--- src/hdl/url_and_entity_decoder_defines.svh ---
// assertion macros for the url and entity decoder
`ifndef URL_AND_ENTITY_DECODER_DEFINES_SVH
`define URL_AND_ENTITY_DECODER_DEFINES_SVH
`ifndef NO_ASSERTIONS
`define UAED_ASSERT(lbl, prop, msg) \
  lbl: assert property (@(posedge clk_i) disable iff (!rst_ni) (prop)) else $error(msg);
`define UAED_ASSERT_NEVER(lbl, prop, msg) \
  lbl: assert property (@(posedge clk_i) disable iff (!rst_ni) !(prop)) else $error(msg);
`else
`define UAED_ASSERT(lbl, prop, msg)
`define UAED_ASSERT_NEVER(lbl, prop, msg)
`endif
`endif

--- src/hdl/uaed_pkg.sv ---
`default_nettype none
package uaed_pkg;

  localparam int unsigned UaedQueueDepth = 4;
  localparam int unsigned SymSlots = 4;
  localparam int unsigned NumJobs = SymSlots + 1;

  localparam logic [7:0] ChPct   = 8'h25;
  localparam logic [7:0] ChPlus  = 8'h2B;
  localparam logic [7:0] ChSpace = 8'h20;
  localparam logic [7:0] ChAmp   = 8'h26;
  localparam logic [7:0] ChSemi  = 8'h3B;
  localparam logic [7:0] CtlLimit = 8'd32;
  localparam logic [7:0] CtlKeep  = 8'd1;

  typedef struct packed {
    logic [7:0] byte_in;
    logic       string_end;
  } uaed_in_t;

  typedef struct packed {
    logic [7:0] byte_out;
    logic       run_last;
    logic       string_done;
  } uaed_out_t;

  // bytes handed from the percent stage to the entity stage for one transaction
  typedef struct packed {
    logic [SymSlots-1:0][7:0] sym;
    logic [2:0]               cnt;
    logic                     last;
  } uaed_sym_t;

endpackage
`default_nettype wire

--- src/hdl/uaed_front.sv ---
`default_nettype none
module uaed_front import uaed_pkg::*; (
  input  logic      clk_i,
  input  logic      rst_ni,
  input  logic      in_valid_i,
  input  uaed_in_t  in_data_i,
  output logic      in_stall_o,
  input  logic      q_full_i,
  output logic      q_push_o,
  output uaed_sym_t q_data_o
);

  typedef enum logic [1:0] {PhIdle, PhPct, PhDigit} phase_e;

  phase_e     phase_q, phase_d;
  logic [7:0] held_q, held_d;

  function automatic logic is_hex(input logic [7:0] c);
    return c inside {[8'h30:8'h39], [8'h61:8'h66], [8'h41:8'h46]};
  endfunction

  function automatic logic [3:0] hex_val(input logic [7:0] c);
    logic [7:0] r;
    if (c inside {[8'h30:8'h39]}) r = c - 8'h30;
    else if (c inside {[8'h61:8'h66]}) r = c - 8'h57;
    else if (c inside {[8'h41:8'h46]}) r = c - 8'h37;
    else r = 8'h00;
    return r[3:0];
  endfunction

  always_comb begin
    logic [7:0]                b;
    logic [7:0]                v;
    logic                      plain;
    logic [2:0]                n;
    logic [SymSlots-1:0][7:0]  syms;
    phase_d = phase_q;
    held_d  = held_q;
    syms    = '0;
    n       = 3'd0;
    plain   = 1'b0;
    v       = 8'h00;
    b       = in_data_i.byte_in;
    if (b != 8'h00) begin
      case (phase_q)
        PhIdle: begin
          plain = 1'b1;
        end
        PhPct: begin
          if (is_hex(b)) begin
            held_d  = b;
            phase_d = PhDigit;
          end else begin
            phase_d = PhIdle;
            syms[n[1:0]] = ChPct;
            n = n + 3'd1;
            plain = 1'b1;
          end
        end
        PhDigit: begin
          phase_d = PhIdle;
          if (is_hex(held_q) && is_hex(b)) begin
            v = {hex_val(held_q), hex_val(b)};
            if (v != CtlKeep && v < CtlLimit) v = ChSpace;
            syms[n[1:0]] = v;
            n = n + 3'd1;
          end else begin
            syms[n[1:0]] = ChPct;
            n = n + 3'd1;
            syms[n[1:0]] = held_q;
            n = n + 3'd1;
            plain = 1'b1;
          end
        end
        default: begin
          phase_d = PhIdle;
          plain   = 1'b1;
        end
      endcase
      if (plain) begin
        if (b == ChPct) begin
          phase_d = PhPct;
        end else begin
          syms[n[1:0]] = (b == ChPlus) ? ChSpace : b;
          n = n + 3'd1;
        end
      end
    end
    if (in_data_i.string_end) begin
      if (phase_d == PhPct) begin
        syms[n[1:0]] = ChPct;
        n = n + 3'd1;
      end else if (phase_d == PhDigit) begin
        syms[n[1:0]] = ChPct;
        n = n + 3'd1;
        syms[n[1:0]] = held_d;
        n = n + 3'd1;
      end
      phase_d = PhIdle;
      held_d  = 8'h00;
    end
    q_data_o.sym  = syms;
    q_data_o.cnt  = n;
    q_data_o.last = in_data_i.string_end;
  end

  assign in_stall_o = q_full_i;
  assign q_push_o   = in_valid_i & ~q_full_i;

  always_ff @(posedge clk_i or negedge rst_ni) begin
    if (!rst_ni) begin
      phase_q <= PhIdle;
      held_q  <= 8'h00;
    end else if (q_push_o) begin
      phase_q <= phase_d;
      held_q  <= held_d;
    end
  end

endmodule
`default_nettype wire

--- src/hdl/uaed_fifo.sv ---
`default_nettype none
`include "url_and_entity_decoder_defines.svh"
module uaed_fifo import uaed_pkg::*; #(
  parameter int unsigned Depth = UaedQueueDepth
) (
  input  logic      clk_i,
  input  logic      rst_ni,
  input  logic      push_i,
  input  uaed_sym_t data_i,
  output logic      full_o,
  output logic      valid_o,
  output uaed_sym_t data_o,
  input  logic      pop_i
);

  localparam int unsigned AW = (Depth > 1) ? $clog2(Depth) : 1;
  localparam int unsigned CW = $clog2(Depth + 1);

  uaed_sym_t      mem_q [Depth];
  logic [AW-1:0]  wr_q, rd_q;
  logic [CW-1:0]  cnt_q;

  function automatic logic [AW-1:0] next_ptr(input logic [AW-1:0] p);
    return (p == AW'(Depth - 1)) ? '0 : p + 1'b1;
  endfunction

  assign full_o  = (cnt_q == CW'(Depth));
  assign valid_o = (cnt_q != '0);
  assign data_o  = mem_q[rd_q];

  always_ff @(posedge clk_i or negedge rst_ni) begin
    if (!rst_ni) begin
      wr_q  <= '0;
      rd_q  <= '0;
      cnt_q <= '0;
    end else begin
      if (push_i) wr_q <= next_ptr(wr_q);
      if (pop_i) rd_q <= next_ptr(rd_q);
      if (push_i && !pop_i) cnt_q <= cnt_q + 1'b1;
      else if (!push_i && pop_i) cnt_q <= cnt_q - 1'b1;
    end
  end

  always_ff @(posedge clk_i) begin
    if (push_i) mem_q[wr_q] <= data_i;
  end

  `UAED_ASSERT(a_cnt_bound, cnt_q <= CW'(Depth), "queue count beyond depth")
  `UAED_ASSERT_NEVER(a_pop_empty, pop_i && cnt_q == '0, "pop from empty queue")
  `UAED_ASSERT_NEVER(a_push_full, push_i && full_o, "push into full queue")

endmodule
`default_nettype wire

--- src/hdl/uaed_back.sv ---
`default_nettype none
`include "url_and_entity_decoder_defines.svh"
module uaed_back import uaed_pkg::*; (
  input  logic      clk_i,
  input  logic      rst_ni,
  input  logic      q_valid_i,
  input  uaed_sym_t q_data_i,
  output logic      q_pop_o,
  output logic      out_valid_o,
  input  logic      out_stall_i,
  output uaed_out_t out_data_o
);

  typedef enum logic [3:0] {
    EnIdle, EnAnd, EnA, EnAp, EnApo, EnApos, EnAm, EnAmp,
    EnG, EnGt, EnL, EnLt, EnQ, EnQu, EnQuo, EnQuot
  } ent_e;

  // one flush of a pending prefix followed by an optional byte
  typedef struct packed {
    ent_e       fs;
    logic [7:0] tb;
    logic       tv;
  } job_t;

  function automatic ent_e ent_edge(input ent_e s, input logic [7:0] c);
    ent_e r;
    r = EnIdle;
    case (s)
      EnAnd: begin
        if (c == "a") r = EnA;
        else if (c == "g") r = EnG;
        else if (c == "l") r = EnL;
        else if (c == "q") r = EnQ;
      end
      EnA:   begin
        if (c == "p") r = EnAp;
        else if (c == "m") r = EnAm;
      end
      EnAp:  if (c == "o") r = EnApo;
      EnApo: if (c == "s") r = EnApos;
      EnAm:  if (c == "p") r = EnAmp;
      EnG:   if (c == "t") r = EnGt;
      EnL:   if (c == "t") r = EnLt;
      EnQ:   if (c == "u") r = EnQu;
      EnQu:  if (c == "o") r = EnQuo;
      EnQuo: if (c == "t") r = EnQuot;
      default: r = EnIdle;
    endcase
    return r;
  endfunction

  function automatic logic [7:0] ent_result(input ent_e s);
    logic [7:0] r;
    case (s)
      EnApos:  r = 8'h27;
      EnAmp:   r = 8'h26;
      EnGt:    r = 8'h3E;
      EnLt:    r = 8'h3C;
      EnQuot:  r = 8'h22;
      default: r = 8'h00;
    endcase
    return r;
  endfunction

  function automatic logic [2:0] pre_len(input ent_e s);
    logic [2:0] r;
    case (s)
      EnA, EnG, EnL, EnQ:            r = 3'd1;
      EnAp, EnAm, EnGt, EnLt, EnQu:  r = 3'd2;
      EnApo, EnAmp, EnQuo:           r = 3'd3;
      EnApos, EnQuot:                r = 3'd4;
      default:                       r = 3'd0;
    endcase
    return r;
  endfunction

  function automatic logic [7:0] pre_char(input ent_e s, input logic [1:0] i);
    logic [7:0] r;
    case (s)
      EnA, EnAp, EnApo, EnApos: begin
        case (i)
          2'd0:    r = "a";
          2'd1:    r = "p";
          2'd2:    r = "o";
          default: r = "s";
        endcase
      end
      EnAm, EnAmp: begin
        case (i)
          2'd0:    r = "a";
          2'd1:    r = "m";
          default: r = "p";
        endcase
      end
      EnG, EnGt: r = (i == 2'd0) ? "g" : "t";
      EnL, EnLt: r = (i == 2'd0) ? "l" : "t";
      EnQ, EnQu, EnQuo, EnQuot: begin
        case (i)
          2'd0:    r = "q";
          2'd1:    r = "u";
          2'd2:    r = "o";
          default: r = "t";
        endcase
      end
      default: r = 8'h00;
    endcase
    return r;
  endfunction

  job_t [NumJobs-1:0] job_q, job_d;
  logic [NumJobs-1:0] rem_q, rem_d;
  logic [2:0]         pos_q;
  logic               end_q;
  ent_e               st_q, st_d;
  logic               out_valid_q;
  uaed_out_t          out_data_q;

  logic [2:0]         cj;
  job_t               cur;
  logic               has;
  logic [2:0]         plen;
  logic [2:0]         jlen;
  logic [7:0]         ob;
  logic               job_last;
  logic               item_last;
  logic               emit;
  logic               load;

  // entity matching over the symbols of the transaction at the queue head
  always_comb begin
    ent_e       s;
    ent_e       e;
    logic [7:0] c;
    logic [7:0] r;
    s     = st_q;
    job_d = '0;
    for (int i = 0; i < SymSlots; i++) begin
      c = q_data_i.sym[i];
      e = ent_edge(s, c);
      r = ent_result(s);
      if (3'(i) < q_data_i.cnt) begin
        if (s != EnIdle) begin
          if (c == ChSemi && r != 8'h00) begin
            job_d[i].tb = r;
            job_d[i].tv = 1'b1;
            s = EnIdle;
          end else if (e != EnIdle) begin
            s = e;
          end else begin
            job_d[i].fs = s;
            if (c == ChAmp) begin
              s = EnAnd;
            end else begin
              job_d[i].tb = c;
              job_d[i].tv = 1'b1;
              s = EnIdle;
            end
          end
        end else if (c == ChAmp) begin
          s = EnAnd;
        end else begin
          job_d[i].tb = c;
          job_d[i].tv = 1'b1;
        end
      end
    end
    if (q_data_i.last) begin
      job_d[NumJobs-1].fs = s;
      s = EnIdle;
    end
    st_d = s;
    for (int i = 0; i < NumJobs; i++) begin
      rem_d[i] = (job_d[i].fs != EnIdle) || job_d[i].tv;
    end
  end

  // byte selection for the current job
  always_comb begin
    cj = 3'd0;
    for (int i = NumJobs - 1; i >= 0; i--) begin
      if (rem_q[i]) cj = 3'(i);
    end
    cur  = job_q[cj];
    has  = (cur.fs != EnIdle);
    plen = pre_len(cur.fs);
    jlen = (has ? plen + 3'd1 : 3'd0) + {2'b00, cur.tv};
    if (has && pos_q == 3'd0) ob = ChAmp;
    else if (has && pos_q <= plen) ob = pre_char(cur.fs, 2'(pos_q - 3'd1));
    else ob = cur.tb;
    job_last  = (pos_q == jlen - 3'd1);
    item_last = job_last && ((rem_q & ~(NumJobs'(1) << cj)) == '0);
    emit      = (rem_q != '0) && (!out_valid_q || !out_stall_i);
    load      = q_valid_i && ((rem_q == '0) || (emit && item_last));
  end

  assign q_pop_o     = load;
  assign out_valid_o = out_valid_q;
  assign out_data_o  = out_data_q;

  always_ff @(posedge clk_i or negedge rst_ni) begin
    if (!rst_ni) begin
      out_valid_q <= 1'b0;
      out_data_q  <= '0;
      rem_q       <= '0;
      pos_q       <= 3'd0;
      end_q       <= 1'b0;
      st_q        <= EnIdle;
    end else begin
      if (emit) out_valid_q <= 1'b1;
      else if (!out_stall_i) out_valid_q <= 1'b0;
      if (emit) begin
        out_data_q.byte_out    <= ob;
        out_data_q.run_last    <= item_last;
        out_data_q.string_done <= item_last && end_q;
      end
      if (load) begin
        rem_q <= rem_d;
        pos_q <= 3'd0;
        end_q <= q_data_i.last;
        st_q  <= st_d;
      end else if (emit) begin
        if (job_last) begin
          rem_q[cj] <= 1'b0;
          pos_q     <= 3'd0;
        end else begin
          pos_q <= pos_q + 3'd1;
        end
      end
    end
  end

  always_ff @(posedge clk_i) begin
    if (load) job_q <= job_d;
  end

  `UAED_ASSERT(a_done_last,
    out_valid_o |-> (!out_data_o.string_done || out_data_o.run_last),
    "done without last")
  `UAED_ASSERT(a_load_free, q_pop_o |-> (rem_q == '0 || item_last), "load over pending bytes")

endmodule
`default_nettype wire

--- src/hdl/url_and_entity_decoder.sv ---
// path: a decoded byte passes the queue, the job register and the output register before out_valid_o shows it
// throughput: one input transaction per cycle while each yields at most one byte and out_stall_i is low
// a transaction yielding k bytes holds the emitter until all k are sent; the queue absorbs bursts
// reset: asynchronous active low, clears escape and entity state, queue and output register
`default_nettype none
module url_and_entity_decoder import uaed_pkg::*; #(
  parameter int unsigned QueueDepth = UaedQueueDepth
) (
  input  logic      clk_i,
  input  logic      rst_ni,
  input  logic      in_valid_i,
  input  uaed_in_t  in_data_i,
  output logic      in_stall_o,
  output logic      out_valid_o,
  input  logic      out_stall_i,
  output uaed_out_t out_data_o
);

  logic      q_full;
  logic      q_push;
  logic      q_valid;
  logic      q_pop;
  uaed_sym_t q_wdata;
  uaed_sym_t q_rdata;

  uaed_front u_front (
    .clk_i      (clk_i),
    .rst_ni     (rst_ni),
    .in_valid_i (in_valid_i),
    .in_data_i  (in_data_i),
    .in_stall_o (in_stall_o),
    .q_full_i   (q_full),
    .q_push_o   (q_push),
    .q_data_o   (q_wdata)
  );

  uaed_fifo #(
    .Depth (QueueDepth)
  ) u_fifo (
    .clk_i   (clk_i),
    .rst_ni  (rst_ni),
    .push_i  (q_push),
    .data_i  (q_wdata),
    .full_o  (q_full),
    .valid_o (q_valid),
    .data_o  (q_rdata),
    .pop_i   (q_pop)
  );

  uaed_back u_back (
    .clk_i       (clk_i),
    .rst_ni      (rst_ni),
    .q_valid_i   (q_valid),
    .q_data_i    (q_rdata),
    .q_pop_o     (q_pop),
    .out_valid_o (out_valid_o),
    .out_stall_i (out_stall_i),
    .out_data_o  (out_data_o)
  );

endmodule
`default_nettype wire
--- config.mk ---
export PLATFORM = sky130hd
export DESIGN_NAME = url_and_entity_decoder
export DESIGN_NICKNAME = d
export VERILOG_FILES = /design/src/hdl/uaed_pkg.sv /design/src/hdl/uaed_front.sv /design/src/hdl/uaed_fifo.sv /design/src/hdl/uaed_back.sv /design/src/hdl/url_and_entity_decoder.sv
export VERILOG_INCLUDE_DIRS = /design/src /design/src/hdl
export SDC_FILE = /design/constraint.sdc
export NUM_CORES = 1
export LEC_CHECK = 0
export CAP_MARGIN = 10
export CORE_MARGIN = 10
export CORE_UTILIZATION = 55
export CTS_BUF_LIST = sky130_fd_sc_hd__clkbuf_2 sky130_fd_sc_hd__clkbuf_4 sky130_fd_sc_hd__clkbuf_8
export CTS_CLUSTER_SIZE = 25
export DETAILED_ROUTE_END_ITERATION = 8
export DONT_BUFFER_PORTS = 1
export PLACE_DENSITY = 0.68
export SLEW_MARGIN = 30
export SYNTH_ARGS = -nofsm -noshare
export SYNTH_HDL_FRONTEND = slang
export SYNTH_SLANG_ARGS = --single-unit
--- constraint.sdc ---
create_clock -name clk_i -period 9.7 [get_ports clk_i]
set_clock_uncertainty 0.1 [all_clocks]
set_input_delay 1.455 -clock clk_i [delete_from_list [all_inputs] [get_ports clk_i]]
set_output_delay 1.455 -clock clk_i [all_outputs]
set_load 0.05 [all_outputs]
==> flow_metrics.env, run 1 <==
export IMPL_status="finished, final reports clean"
export IMPL_cts_tree="done"
export IMPL_io_pins=25
export IMPL_required_ps=9980
export IMPL_antenna_cells=0
export IMPL_viasPerCell=6.53
export IMPL_power_density_mw_per_mm2=362
export IMPL_slew_headroom_pct=37.0
export IMPL_p_leak_uw=0.00575
export IMPL_worstMarginPinSlew_ps=936
export IMPL_end_kind="flip-flop"
export IMPL_seq_power_share_pct=31.3
export IMPL_crit_type="reg -> reg"
export IMPL_synth_edf_count=200
export IMPL_area_growth_syn_to_layout_pct=7.44
export IMPL_post_cts_setup_buffer_count=0
export IMPL_nNetsFinal=1422
export IMPL_grt_first_pass_wirelength_um=61600
export IMPL_synth_seq_area_share_pct=48.0
export IMPL_grt_max_degree=60
export IMPL_cpPeakStageDelay_ps=830
export IMPL_multi_input_area_mm2=0.00719
export IMPL_r2r_start="u_fifo.rd_q[0]"
export IMPL_synth_area_mm2=0.0147
export IMPL_grt_ovfl_total=0
export IMPL_hpwlAfterDp_um=28100
export IMPL_fillers=2200
export IMPL_gp_congestion=0.992
export IMPL_cts_max_level=2
export IMPL_fmax_mhz=136
export IMPL_ctsHoldBuffers=0
export IMPL_die_area_mm2=0.0336
export IMPL_rsz0062_at_grt="no"
export IMPL_p_int_uw=3160
export IMPL_cpMostUsedCell="nor2_1"
export IMPL_startpoint_type="flip-flop"
export IMPL_clockPowerShare_pct=17.1
export IMPL_core_area_mm2=0.0261
export IMPL_wirelength_um=38500
export IMPL_final_min_clock_period_ps=7360
export IMPL_p_switching_uw=2550
export IMPL_ctsResizeCount=0
export IMPL_final_hold_violation_count=0
export IMPL_slew_viol_final=0
export IMPL_grt_pass1_vias=10858
export IMPL_final_common_cell="edfxtp_1"
export IMPL_path_cells="mux4_2 -> or2_1 -> nor2_1 -> nor2_1 -> a22oi_2 -> nand3_4 -> a2111oi_4 -> a2111oi_2 -> a21oi_1 -> nand2_1 -> o22a_2 -> o21ai_1 -> nor2_1 -> nor4_1 -> nand2_1 -> a211o_1 -> o31ai_4"
export IMPL_hold_path_class="reg -> reg"
export IMPL_setup_viol=0
export IMPL_ir_drop_mv=0.298
export IMPL_drt_iter0_markers=1131
export IMPL_fin_setup_tns_ps=0
export IMPL_numCtsBuffers=41
export IMPL_drive_gt1_share_pct=12.2
export IMPL_vias=11283
export IMPL_drc=0
export IMPL_combPwrFrac_pct=51.5
export IMPL_start_util_pct=56.1
export IMPL_synth_ff_type="edfxtp_1"
export IMPL_rrSetupSlack_ps=2340
export IMPL_avgSynthCellArea_um2=10.6
export IMPL_layout_setup_ws_ps=2340
export IMPL_routedWlPerCell_um=22.3
export IMPL_seq_area_mm2=0.00703
export IMPL_slowest_stage="dfrtp_2"
export IMPL_min_from="u_back.end_q"
export IMPL_dp_slack_ps=2470
export IMPL_period_share_pct=75.9
export IMPL_clk_latency_ps=550
export IMPL_grt_util_all_layers_pct=22.9
export IMPL_arrival_ps=7640
export IMPL_clockBufferDepth=3
export IMPL_p_sw_share_pct=44.6
export IMPL_cp_buffers_inverters=0
export IMPL_die_w_um=183
export IMPL_ys_ff_latch=241
export IMPL_cts_sinks=241
export IMPL_antenna_found_initial=0
export IMPL_cp_max_fo=24
export IMPL_final_cell_mix="edfxtp_1 (200), nand2_1 (158), nor2_1 (110), o21ai_0 (85), a21oi_1 (54)"
export IMPL_portBuffers=0
export IMPL_synth_cell_types=98
export IMPL_rows=59
export IMPL_syn_nets=1444
export IMPL_die_y_um=183
export IMPL_root_buffer="clkbuf_8"
export IMPL_crit_family="compound AO/OA/AOI/OAI gates"
export IMPL_final_antenna_net_count=0
export IMPL_cap_violations=0
export IMPL_synthCells=1386
export IMPL_synth_async_sr_flop_share_pct=17.0
export IMPL_clkTransAtPathRegs_ps=60
export IMPL_ys_warn_count=0
export IMPL_crit_path_start="u_fifo.rd_q[0]"
export IMPL_firstDrtPassIters=6
==> logic make-up after synthesis <==
kind of cell    share of synthesized area (%)
xor+xnor                                 1.08
mux                                      7.96
simple gates                             18.8
flops                                    48.0
fa+ha+maj                                3.96
buf+inv                                  3.24
compound gates                           17.0
==> Yosys cell counts (all sizes together), types with 5 or more instances <==
cell type	n	area (µm²)
a31oi	19	125
nand4b	6	52.6
o21a	12	90.1
nor2b	16	100
nand2	158	593
nor3	33	193
nor4b	5	50.0
a21o	13	97.6
a22o	7	61.3
o31ai	9	81.3
xor2	8	70.1
a32oi	6	52.6
clkbuf	52	196
mux2i	22	220
o22a	7	62.6
dfrtp	41	1030
nor3b	10	75.1
o21ai	97	485
nor2	110	413
xnor2	10	87.6
and3	19	119
or3	11	73.8
buf	20	124
nand3	44	233
a22oi	24	185
mux2	16	180
edfxtp	200	6010
nand2b	27	169
nand3b	7	52.6
nor4	18	125
or2	15	93.8
a21oi	54	270
a211oi	7	57.6
and2	33	206
o211a	7	70.1
mux4	34	766
ha	44	551
o211ai	9	67.6
inv	41	154
o22ai	27	175
a222oi	9	90.1
nand4	8	50.1
==> per-stage QoR <==
step / power (µW) / area (µm²) / hold WS [ps] / utilization [%] / std cells
floorplan: 3940 / 14700 / 351 / - / 1386
global placement: 4650 / 14800 / 367 / 56.7 / 1656
detailed placement: 4680 / 14800 / 379 / 56.7 / 1656
CTS: 5680 / 15700 / 392 / 60.2 / 1729
global route: 6120 / 15700 / 432 / 60.2 / 1729
finish: 5700 / 15700 / 389 / 60.2 / 1729
==> per-layer routing <==
metal	share of wire [%]	vias up	GRT usage, %
met5	0	-	0
met3	6.0	55	3.22
met4	1.7	0	6.03
li1	-	5273	-
met1	44	5534	31.5
met2	48	421	37.3
==> tightest hold or removal path: cells and delay by family (launching register included) <==
| family | cells | cell delay (ps) |
|---|---|---|
| compound gates | 1 | 60 |
| flops | 1 | 350 |
| simple gates | 1 | 50 |
==> path summary, 6_finish.rpt <==
kind	cells past startpoint	to
setup reg to reg	17	u_back.job_q[41]
setup / recovery	17	u_back.job_q[41]
max in group asynchronous	0	u_fifo.rd_q[0]
hold / removal	2	u_back.end_q
hold reg to reg	2	u_back.end_q
min in group asynchronous	0	u_back.rem_q[2]
==> flip-flops by register name (all words and copies together), names as in the netlist <==
name                cells
u_front.phase_q         2
u_back.rem_q            5
u_back.out_data_o      10
u_back.end_q            1
u_fifo.cnt_q            3
u_front.held_q          8
u_fifo.rd_q             2
u_back.st_q             4
u_fifo.mem_q          144
u_back.job_q           56
u_back.out_valid_o      1
u_back.pos_q            3
u_fifo.wr_q             2
==> final cells by class <==
| class | instances | area share, % |
|---|---|---|
| flip-flops and latches | 241 | 44.7 |
| repair buffers | 7 | 0.334 |
| clock inverters | 17 | 1.25 |
| well taps | 335 | 2.66 |
| clock buffers | 56 | 4.42 |
| inverters | 41 | 0.978 |
| multi-input cells | 1032 | 45.7 |
==> power by group through the flow <==
stage          Sequential [µW]  Combinational, µW  Clock (µW)
2_1_floorplan             1690               2250           0
3_3_place_gp              1800               2850           0
3_5_place_dp              1810               2880           0
4_1_cts                   1790               2900         997
5_1_grt                   1820               3260        1040
6_report                  1790               2940         977
Power figures use the tool's default switching activity.
==> run 2: changes to the inputs <==
clock period = 7.4 ns   (was 9.7 ns; I/O delays follow)
==> run 2 against run 1 <==
- design area up 0.95%
- routed wire length increased by 2.2%
- clock power rose by 38%
- global-route usage increased by 0.44 points
- first-iteration DRC count rose by 26%
- fmax increased by 8.3%
- critical endpoint unchanged
- highest routed layer unchanged
==> flow_metrics.env, run 2 (synthesis gave the netlist of run 1 again) <==
export IMPL_final_common_cell="edfxtp_1"
export IMPL_hold_path_class="in -> async"
export IMPL_gp_congestion=0.940
export IMPL_slew_headroom_pct=39.2
export IMPL_fmax_mhz=147
export IMPL_die_y_um=183
export IMPL_rows=59
export IMPL_cts_max_level=2
export IMPL_nNetsFinal=1436
export IMPL_required_ps=7680
export IMPL_cts_tree="done"
export IMPL_root_buffer="clkbuf_8"
export IMPL_period_share_pct=91.9
export IMPL_end_kind="flip-flop"
export IMPL_grt_pass1_vias=11043
export IMPL_post_cts_setup_buffer_count=0
export IMPL_grt_first_pass_wirelength_um=62600
export IMPL_place_inst=1670
export IMPL_power_density_mw_per_mm2=477
export IMPL_final_hold_violation_count=0
export IMPL_rrSetupSlack_ps=600
export IMPL_grt_max_degree=42
export IMPL_routedWlPerCell_um=22.6
export IMPL_crit_type="reg -> reg"
export IMPL_regMostFlops="u_fifo.mem_q"
export IMPL_vias=11387
export IMPL_ctsHoldBuffers=0
export IMPL_firstDrtPassIters=8
export IMPL_final_min_clock_period_ps=6800
export IMPL_clockBufferDepth=3
export IMPL_viasPerCell=6.53
export IMPL_slew_viol_final=0
export IMPL_die_w_um=183
export IMPL_cap_violations=0
export IMPL_io_pins=25
export IMPL_antenna_found_initial=0
export IMPL_cp_max_fo=18
export IMPL_whs_ps=153
export IMPL_drt_iter0_markers=1425
export IMPL_antenna_cells=0
export IMPL_clk_latency_ps=550
export IMPL_final_antenna_net_count=0
export IMPL_ctsResizeCount=0
export IMPL_wirelength_um=39400
export IMPL_finalNonFillerCells=1743
export IMPL_dp_slack_ps=475
export IMPL_grt_util_all_layers_pct=23.3
export IMPL_cts_sinks=241
export IMPL_start_util_pct=56.1
export IMPL_clkTransAtPathRegs_ps=70
export IMPL_arrival_ps=7080
export IMPL_hpwlAfterDp_um=28700
export IMPL_p_leak_uw=0.00586
export IMPL_status="finished, final reports clean"
export IMPL_largest_reg_flops=144
export IMPL_startpoint_type="flip-flop"
export IMPL_final_cell_mix="edfxtp_1 (200), nand2_1 (158), nor2_1 (109), o21ai_0 (84), a21oi_1 (54)"
export IMPL_area_growth_syn_to_layout_pct=8.46
export IMPL_drc=0
export IMPL_portBuffers=0
export IMPL_fin_setup_tns_ps=0
export IMPL_ir_drop_mv=0.418
export IMPL_drive_gt1_share_pct=13.4
export IMPL_core_area_mm2=0.0261
export IMPL_setup_viol=0
export IMPL_layout_setup_ws_ps=600
export IMPL_rsz0062_at_grt="no"
export IMPL_die_area_mm2=0.0336
export IMPL_numCtsBuffers=41
export IMPL_worstMarginPinSlew_ps=887
export IMPL_grt_ovfl_total=0
==> run 2: cell count changes in the layout (fill, tap and decap cells not counted), sizes merged <==
cell	change
inv	+1
buf	+14
bufinv	+1
clkbuf	+2
clkinv	-2
clkinvlp	-2
==> run 2: stage by stage <==
stage	utilization [%]	power [µW]	area, µm²
finish	60.8	7580	15900
global route	60.8	8130	15900
floorplan	-	5160	14700
detailed placement	57.1	6190	14900
global placement	57.1	6140	14900
CTS	60.7	7550	15900
==> run 2: cell type report <==
type	count	area, µm²
flip-flops and latches	241	7030
repair buffers	21	158
inverters	41	154
well taps	335	419
multi-input cells	1032	7190
clock buffers	58	729
fillers	2162	10200
clock inverters	15	206
==> run 2: worst paths after layout <==
check | start | end | cells after the start
worst max-delay path | u_fifo.rd_q[0] | u_back.job_q[41] | 19
worst min-delay path | rst_ni | u_back.rem_q[0] | 0
worst max register to register | u_fifo.rd_q[0] | u_back.job_q[41] | 19
worst min register to register | u_fifo.cnt_q[2] | u_fifo.cnt_q[2] | 1
max in group asynchronous | rst_ni | u_fifo.cnt_q[1] | 0
min in group clk_i | u_fifo.cnt_q[2] | u_fifo.cnt_q[2] | 1
==> run 2: critical path: stages (launching register included) <==
cell	delay, ps
dfrtp_2	680
buf_4	240
mux4_2	610
nand4bb_1	320
a211oi_1	370
a211o_1	260
a22o_1	410
nand3_1	230
o32a_1	350
a221oi_2	350
or2_1	370
a211o_1	190
o32ai_1	110
o21ai_1	230
a21boi_1	520
nor4_1	180
or2_2	310
o32a_1	220
or3_4	420
o31ai_4	170
==> run 2: layer usage <==
layer  vias up  track usage [%]  wire length [µm]
li1       5299                -                 -
met1      5514             31.6             17000
met2       488             38.3             18900
met3        86             2.65              2450
met4         0             7.87              1050
met5         -                0                 0
==> run 2: power by group <==
| group | switching, µW | internal, µW |
|---|---|---|
| Sequential | 309 | 2020 |
| Combinational | 2500 | 1400 |
| Clock | 533 | 814 |
==> run 3: changes to the inputs <==
clock period = 8.49 ns   (was 7.4 ns; I/O delays follow)
==> run 3 against run 2 <==
- the run now ends with design-rule violations left
- worst hold slack gained 160 ps
- critical endpoint unchanged
- cell count shrank 0.80%
- register-to-register slack gained 520 ps
- setup slack gained 520 ps
- highest routed layer unchanged
==> flow_metrics.env, run 3 (synthesis gave the netlist of run 1 again) <==
export IMPL_grt_max_degree=42
export IMPL_cp_max_fo=24
export IMPL_ctsHoldBuffers=0
export IMPL_end_kind="flip-flop"
export IMPL_die_y_um=183
export IMPL_gp_congestion=0.948
export IMPL_core_area_mm2=0.0261
export IMPL_portBuffers=0
export IMPL_crit_path_start="u_fifo.rd_q[0]"
export IMPL_ir_drop_mv=0.290
export IMPL_antenna_cells=0
export IMPL_grt_pass1_vias=11089
export IMPL_cts_sinks=241
export IMPL_p_total_uw=6440
export IMPL_clk_latency_ps=550
export IMPL_crit_path_end="u_back.job_q[41]"
export IMPL_status="complete, but fails checks"
export IMPL_rrSetupSlack_ps=1120
export IMPL_hold_path_class="in -> async"
export IMPL_required_ps=8780
export IMPL_grt_ovfl_total=0
export IMPL_slew_headroom_pct=36.7
export IMPL_r2r_end="u_back.job_q[41]"
export IMPL_final_min_clock_period_ps=7370
export IMPL_startpoint_type="flip-flop"
export IMPL_r2r_start="u_fifo.rd_q[0]"
export IMPL_cts_max_level=2
export IMPL_wirelength_um=39000
export IMPL_cts_tree="done"
export IMPL_io_pins=25
export IMPL_vias=11267
export IMPL_fin_setup_tns_ps=0
export IMPL_p_leak_uw=0.00572
export IMPL_violations="design-rule violations"
export IMPL_grt_util_all_layers_pct=23.2
export IMPL_drive_gt1_share_pct=12.3
export IMPL_rsz0062_at_grt="no"
export IMPL_final_cell_mix="edfxtp_1 (200), nand2_1 (158), nor2_1 (110), o21ai_0 (84), a21oi_1 (54)"
export IMPL_largest_reg_flops=144
export IMPL_viasPerCell=6.52
export IMPL_drt_iter0_markers=1064
export IMPL_nNetsFinal=1422
export IMPL_rr_worst_depth=17
export IMPL_period_share_pct=86.8
export IMPL_cap_violations=0
export IMPL_arrival_ps=7650
export IMPL_final_antenna_net_count=0
export IMPL_crit_type="reg -> reg"
export IMPL_hpwlAfterDp_um=28700
export IMPL_start_util_pct=56.1
export IMPL_post_cts_setup_buffer_count=0
export IMPL_die_area_mm2=0.0336
export IMPL_routedWlPerCell_um=22.6
export IMPL_grt_first_pass_wirelength_um=62100
export IMPL_clkTransAtPathRegs_ps=70
export IMPL_regMostFlops="u_fifo.mem_q"
export IMPL_slew_viol_final=0
export IMPL_root_buffer="clkbuf_8"
export IMPL_fillers=2250
export IMPL_final_common_cell="edfxtp_1"
export IMPL_firstDrtPassIters=9
export IMPL_die_w_um=183
export IMPL_antenna_found_initial=0
export IMPL_worstMarginPinSlew_ps=940
export IMPL_fmax_mhz=136
export IMPL_numCtsBuffers=40
export IMPL_ctsResizeCount=0
export IMPL_area_growth_syn_to_layout_pct=7.11
export IMPL_clockBufferDepth=3
export IMPL_setup_viol=0
export IMPL_final_hold_violation_count=0
export IMPL_drc=18
export IMPL_power_density_mw_per_mm2=411
export IMPL_rows=59
-- run 3: cell types whose count changed in the layout (fill, tap and decap cells not counted), sizes merged --
cell / before / now
bufinv: 5 / 2
buf: 21 / 8
clkinv: 9 / 11
clkbuf: 58 / 54
clkinvlp: 0 / 4
-- run 3: worst min-delay path by stage --
stage	from	end	slack [ps]	cells past startpoint
after global routing	rst_ni	u_back.st_q[1]	290	0
final	rst_ni	u_back.st_q[1]	320	0
after global placement	u_back.end_q	u_back.end_q	370	2
after detailed placement	u_back.end_q	u_back.end_q	370	2
after floorplan	u_back.end_q	u_back.end_q	350	2
after CTS	rst_ni	u_fifo.rd_q[1]	290	0
-- run 3: metal layers --
metal	up-vias	GRT usage, %	part of all wire, %
met5	-	0	0
li1	5264	-	-
met4	0	8.72	3.3
met1	5489	31.0	43
met2	436	37.4	47
met3	78	3.89	6.3
-- run 3: layout make-up --
| class | count | area [µm²] | share of cell area [%] |
|---|---|---|---|
| flip-flops and latches | 241 | 7030 | 44.8 |
| clock inverters | 18 | 158 | 1.00 |
| clock buffers | 54 | 668 | 4.26 |
| multi-input cells | 1032 | 7190 | 45.8 |
| well taps | 335 | 419 | 2.67 |
| repair buffers | 8 | 72.6 | 0.462 |
| inverters | 41 | 154 | 0.981 |
-- run 3: where the power goes --
part	total (µW)	internal [µW]	switching, µW
sequential	2050	1760	287
clock	1040	579	462
combinational	3350	1190	2160
total	6440	3540	2910
-- run 3: critical path, cell delays in order (launching register included) --
cell and delay [ps]:
dfrtp_2 820, mux4_2 770, or2_1 380, nor2_1 560
or2_1 320, a31oi_2 100, nor2_1 500, o41ai_1 190
and3_1 240, nor2_1 520, nand2_1 260, o22a_2 320
o21ai_1 630, nor2_1 140, nor4_1 640, nand2_1 290
a211o_1 370, o31ai_4 60
-- run 3: metrics by stage --
stage               util [%]  setup slack [ps]  cells  instance area [µm²]  hold slack, ps
floorplan                  -              2630   1386                14700             351
global placement        56.7              1460   1656                14800             367
detailed placement      56.8              1340   1657                14800             373
CTS                     60.0              1310   1729                15700             290
global route            60.0               671   1729                15700             288
finish                  60.0              1120   1729                15700             315
